==> config.mk <==
export PLATFORM = sky130hd
export DESIGN_NAME = tcw_ucode_rom
export DESIGN_NICKNAME = d
export VERILOG_FILES = /design/src/hw/rtl/tcw_pkg.sv /design/src/hw/rtl/tcw_ucode_rom.sv
export SDC_FILE = /design/constraint.sdc
export NUM_CORES = 1
export LEC_CHECK = 0
export ABC_AREA = 1
export BUFFER_PORTS_ARGS = -buffer_cell sky130_fd_sc_hd__clkbuf_2
export CORE_AREA = 2 2 39 41
export DETAILED_ROUTE_END_ITERATION = 7
export DIE_AREA = 0 0 41 43
export MAX_ROUTING_LAYER = met4
export PLACE_DENSITY = 0.61
export SYNTH_ARGS = -nofsm -noshare
export SYNTH_HDL_FRONTEND = slang
export SYNTH_SLANG_ARGS = --single-unit
export TNS_END_PERCENT = 1
==> constraint.sdc <==
create_clock -name vclk -period 2.4
set_input_delay 0.24 -clock vclk [all_inputs]
set_output_delay 0.24 -clock vclk [all_outputs]
set_load 0.02 [all_outputs]
==> src/hw/rtl/tcw_pkg.sv <==
// Shared definitions for the text console writer: screen geometry,
// item kinds, microcode step names and the control word layout.
// No dependencies.
package tcw_pkg;

  localparam int COLUMNS = 80;
  localparam int ROWS    = 25;
  localparam int CELLS   = ROWS * COLUMNS;

  // Row counter can hold ROWS after an advance until a scroll pulls it back.
  localparam int ROW_W  = $clog2(ROWS + 1);
  localparam int COL_W  = $clog2(COLUMNS);
  localparam int ADDR_W = $clog2(CELLS);

  localparam logic [15:0] BLANK_CELL   = 16'h0720;
  localparam logic [7:0]  NEWLINE_CODE = 8'd10;
  localparam logic [7:0]  SPACE_CODE   = 8'd32;
  localparam logic [7:0]  ATTR_RESET   = 8'h07;

  localparam int  PADDR_W  = 3;
  localparam logic REG_ATTR = 1'b0;

  typedef enum logic [1:0] {
    KIND_PUT       = 2'd0,
    KIND_BACKSPACE = 2'd1,
    KIND_CLEAR     = 2'd2,
    KIND_READ      = 2'd3
  } kind_e;

  typedef enum logic [3:0] {
    S_IDLE   = 4'd0,
    S_PUT    = 4'd1,
    S_NL     = 4'd2,
    S_CHK    = 4'd3,
    S_SCR_RD = 4'd4,
    S_SCR_WR = 4'd5,
    S_BOT    = 4'd6,
    S_BLANK  = 4'd7,
    S_DONE   = 4'd8,
    S_CLR    = 4'd9,
    S_BS     = 4'd10,
    S_BS_WR  = 4'd11,
    S_RD     = 4'd12,
    S_RD_CAP = 4'd13,
    S_INIT   = 4'd15
  } step_e;

  typedef enum logic [2:0] {
    C_NEXT,
    C_JUMP,
    C_START,
    C_NO_OVF,
    C_NOT_LAST
  } cond_e;

  typedef enum logic [2:0] {
    CUR_HOLD,
    CUR_ADV,
    CUR_NL,
    CUR_LASTROW,
    CUR_HOME,
    CUR_BACK
  } cur_op_e;

  typedef enum logic [2:0] {
    MEM_NONE,
    MEM_CHAR,
    MEM_SPACE,
    MEM_COPY,
    MEM_BLANK
  } mem_op_e;

  typedef enum logic [2:0] {
    ADDR_HOLD,
    ADDR_INC,
    ADDR_INPUT,
    ADDR_COLS,
    ADDR_BOTTOM,
    ADDR_ZERO
  } addr_op_e;

  typedef struct packed {
    cond_e    cond;
    step_e    target;
    cur_op_e  cur;
    mem_op_e  mem;
    addr_op_e addr;
    logic     done;
    logic     capture;
  } uword_t;

  typedef struct packed {
    logic no_ovf;
    logic addr_last;
  } dp_status_t;

  function automatic step_e dispatch(kind_e k, logic [7:0] code);
    step_e s;
    case (k)
      KIND_PUT:       s = (code == NEWLINE_CODE) ? S_NL : S_PUT;
      KIND_BACKSPACE: s = S_BS;
      KIND_CLEAR:     s = S_CLR;
      KIND_READ:      s = S_RD;
      default:        s = S_IDLE;
    endcase
    return s;
  endfunction

endpackage

==> src/hw/rtl/tcw_ucode_rom.sv <==
// Microcode store of the console writer: one control word per step.
// Depends on tcw_pkg.
module tcw_ucode_rom
  import tcw_pkg::*;
(
  input  step_e  pc_i,
  output uword_t uw_o
);

  function automatic uword_t mk(cond_e c, step_e t, cur_op_e cu, mem_op_e m,
                                addr_op_e a, logic d, logic cap);
    uword_t w;
    w.cond    = c;
    w.target  = t;
    w.cur     = cu;
    w.mem     = m;
    w.addr    = a;
    w.done    = d;
    w.capture = cap;
    return w;
  endfunction

  always_comb begin
    case (pc_i)
      S_IDLE:   uw_o = mk(C_START, S_IDLE, CUR_HOLD, MEM_NONE, ADDR_INPUT, 1'b0, 1'b0);
      S_PUT:    uw_o = mk(C_JUMP, S_CHK, CUR_ADV, MEM_CHAR, ADDR_HOLD, 1'b0, 1'b0);
      S_NL:     uw_o = mk(C_NEXT, S_IDLE, CUR_NL, MEM_NONE, ADDR_HOLD, 1'b0, 1'b0);
      S_CHK:    uw_o = mk(C_NO_OVF, S_DONE, CUR_HOLD, MEM_NONE, ADDR_COLS, 1'b0, 1'b0);
      S_SCR_RD: uw_o = mk(C_NEXT, S_IDLE, CUR_HOLD, MEM_NONE, ADDR_HOLD, 1'b0, 1'b0);
      S_SCR_WR: uw_o = mk(C_NOT_LAST, S_SCR_RD, CUR_HOLD, MEM_COPY, ADDR_INC, 1'b0, 1'b0);
      S_BOT:    uw_o = mk(C_NEXT, S_IDLE, CUR_LASTROW, MEM_NONE, ADDR_BOTTOM, 1'b0, 1'b0);
      S_BLANK:  uw_o = mk(C_NOT_LAST, S_BLANK, CUR_HOLD, MEM_BLANK, ADDR_INC, 1'b0, 1'b0);
      S_DONE:   uw_o = mk(C_JUMP, S_IDLE, CUR_HOLD, MEM_NONE, ADDR_HOLD, 1'b1, 1'b0);
      S_CLR:    uw_o = mk(C_JUMP, S_BLANK, CUR_HOME, MEM_NONE, ADDR_ZERO, 1'b0, 1'b0);
      S_BS:     uw_o = mk(C_NEXT, S_IDLE, CUR_BACK, MEM_NONE, ADDR_HOLD, 1'b0, 1'b0);
      S_BS_WR:  uw_o = mk(C_JUMP, S_DONE, CUR_HOLD, MEM_SPACE, ADDR_HOLD, 1'b0, 1'b0);
      S_RD:     uw_o = mk(C_NEXT, S_IDLE, CUR_HOLD, MEM_NONE, ADDR_HOLD, 1'b0, 1'b0);
      S_RD_CAP: uw_o = mk(C_JUMP, S_DONE, CUR_HOLD, MEM_NONE, ADDR_HOLD, 1'b0, 1'b1);
      // Last step: falling through wraps the step counter to idle.
      S_INIT:   uw_o = mk(C_NOT_LAST, S_INIT, CUR_HOLD, MEM_BLANK, ADDR_INC, 1'b0, 1'b0);
      default:  uw_o = mk(C_JUMP, S_IDLE, CUR_HOLD, MEM_NONE, ADDR_HOLD, 1'b0, 1'b0);
    endcase
  end

endmodule

* Word level (Yosys, flattened, before mapping) *
Memory sizes are Yosys's and may differ from the RTL's.
Cells that the tools add are included.

storage, ports and cells
  output and inout port bits = 18
  memories = 1
  ROM bits = 288
  input port bits = 4
  bits in registers = 0

memory list
  memory            words  width  rd ports  clocked after memory_dff  write ports  RTL line             RTL
  (name not given)  16     18     1         0                         0            tcw_ucode_rom.sv:24  case (pc_i)

* Depth between registers and ports, before layout *
An unclocked memory read counts as a cell.

  depth in word-level cells = 1
  depth in mapped cells = 6
  gate-level depth less buffers = 6

* Worst setup path after synthesis *
OpenSTA, ideal clock, no wires.

  path type = input port to output port
  from = in pc_i[0]
  to = out uw_o[16] in the netlist's numbering
  data arrival time = 1410 ps
  slack = 750 ps
  stages = 4
  required time = 2160 ps
  path buffers = 1
  cell sequence = inv_1 -> ha_1 -> nor3_1 -> buf_4

RTL lines
  what         RTL line            RTL
  from (decl)  tcw_ucode_rom.sv:6  input step_e pc_i,
  to (decl)    tcw_ucode_rom.sv:7  output uword_t uw_o

==> key figures <==
Routing
  • Routed via count: 396
  • Starting DRC count in detailed routing: 4
  • Total Routed Length: 757 um
  • WL/cell: 8.05 um
  • Drt via density: 4.21
  • Detailed Routing Iterations Pass 1: 4
  • Residual DRC: 0
  • Routed Antenna Nets: 0

Layout
  • Most frequent cells in the layout: nand2_1 (22), clkbuf_2 (22), inv_1 (7), nand3_1 (7), ha_1 (7)
  • Share of layout cells above drive strength 1: 0.333
  • Inserted Diodes: 0
  • Final #Nets: 91
  • Register area: 0 um^2
  • Area Overhead vs Synth: 29.4%
  • Seq_cells: 0
  • CLK BUF: 0
  • Final core occ: 0.307
  • Fill cells: 175

Logic synthesis
  • Synth warnings: 0
  • Yosys top cell area share: 0.267
  • Synth Instances: 60
  • Syn nets: 71
  • Syn Area/Cell: 5.46 um^2
  • Synth area leader: ha_1
  • Largest cells by area after synthesis: ha_1 (27%), nand2_1 (25%), nand3_1 (11%)
  • Netlist Area Pre-Place: 328 um^2
  • Synth unique cells: 12
  • Sequential element share of the synthesized area: 0

Status
  • Status: finished clean

STA
  • RSZ-0062 raised after global routing: no
  • Setup TNS: 0 ps
  • Setup Viol. Count Final: 0
  • Slew Limit Fails: 0
  • Fin crit share: 0.635
  • Worst relative slew slack: 0.848
  • Fin. Hold Viols: 0
  • Minimum clock period: 1520 ps
  • Worst-Margin Slew: 228 ps
  • Peak Freq: 656 MHz
  • Hold Worst Slack: 913 ps

Placed design
  • Routability cong.: 0.787
  • I/O Buffers: 22
  • DP HPWL: 631 um

Global route
  • Total gr overflow: 0
  • Largest net degree at the start of global routing: 12
  • Met2 GRT Util: 0.141
  • Initial antenna violation count: 0
  • Grt met1 use: 0.133
  • Vias in the first global route: 287
  • Met3 usage: 0
  • Global-route layer with the greatest usage: met2
  • Tot GR Track Use: 0.0890
  • First-pass GRT wire length: 1190 um

Floorplan
  • Core Area: 1380 um^2
  • # rows: 14
  • Die area: 1760 um^2
  • Initial Util: 0.237
  • DIE WIDTH: 41 um
  • Die Ht: 43 um
  • I/O pin total: 22

Power and ir drop
  • Power Dens Cells: 198 nW/um^2
  • Tot Pwr: 0.0000839 W
  • Peak supply drop: 60.5 uV
  • Leak: 0.295 nW

Setup path
  • Worst EP arrival: 1280 ps
  • Crit-path max FO: 8
  • Crit Path Class: in -> out
  • Critical Path Source Type: primary input
  • CP required: 2160 ps
  • CP Capture Type: output port

Min path
  • Hold path start: pc_i[3]
  • Hold Path Depth: 3
  • Hold Crit Class: in -> out
  • Min-Delay Endpoint: uw_o[9]

Clock tree
  • Postcts setup bufs: 0
  • Cts repair resizes: 0
  • Hold Buf Count CTS: 0

Flow run
  • Max-Cap Viols: 0
## final cells by class
cell class                 count  area (um^2)  share of cell area
multi-input combinational     47          258               0.608
timing repair buffer          22          110               0.260
inverter                       9         36.3              0.0855
tap                           16         20.0              0.0472
## kinds of logic (layout without fill, tap and decap cells)
group           count (synthesis)  count (layout)  synth area share
compound gates                  3               3            0.0458
fa+ha+maj                       7               7             0.267
buf+inv                        13              31             0.214
simple gates                   37              37             0.473
## cell usage after synthesis, drive strengths merged
master	number
ha	7
nor2	4
inv	9
o21ai	3
buf	4
nand2	24
nand3	7
nor3	2
## power by group
group | total [W] | internal (W) | switching (W)
logic | 0.0000839 | 0.0000261 | 0.0000577
clock network | 0 | 0 | 0
registers | 0 | 0 | 0
total | 0.0000839 | 0.0000261 | 0.0000577
## critical path: stages
cell and delay [ps]:
clkbuf_2 170, inv_1 100, ha_1 340, nor3_1 220, clkbuf_2 210
## per-stage QoR
stage	cells	area [um^2]	setup slack, ps
floorplan	60	328	750
global placement	94	424	895
detailed placement	94	424	857
CTS	94	424	861
global route	94	424	764
finish	94	424	876
## metal layers
| layer | vias up | share of wire |
|---|---|---|
| met5 | - | 0 |
| met4 | 0 | 0 |
| met3 | 0 | 0.052 |
| met2 | 10 | 0.48 |
| met1 | 168 | 0.47 |
| li1 | 218 | - |
## how the worst max path moves through the flow
| stage | slack (ps) | to | from |
|---|---|---|---|
| floorplan | 750 | uw_o[16] | pc_i[0] |
| global placement | 900 | uw_o[16] | pc_i[0] |
| detailed placement | 860 | uw_o[16] | pc_i[0] |
| CTS | 860 | uw_o[16] | pc_i[0] |
| global route | 760 | uw_o[15] | pc_i[0] |
| finish | 880 | uw_o[3] | pc_i[0] |
(Power assumes the default switching activity.)
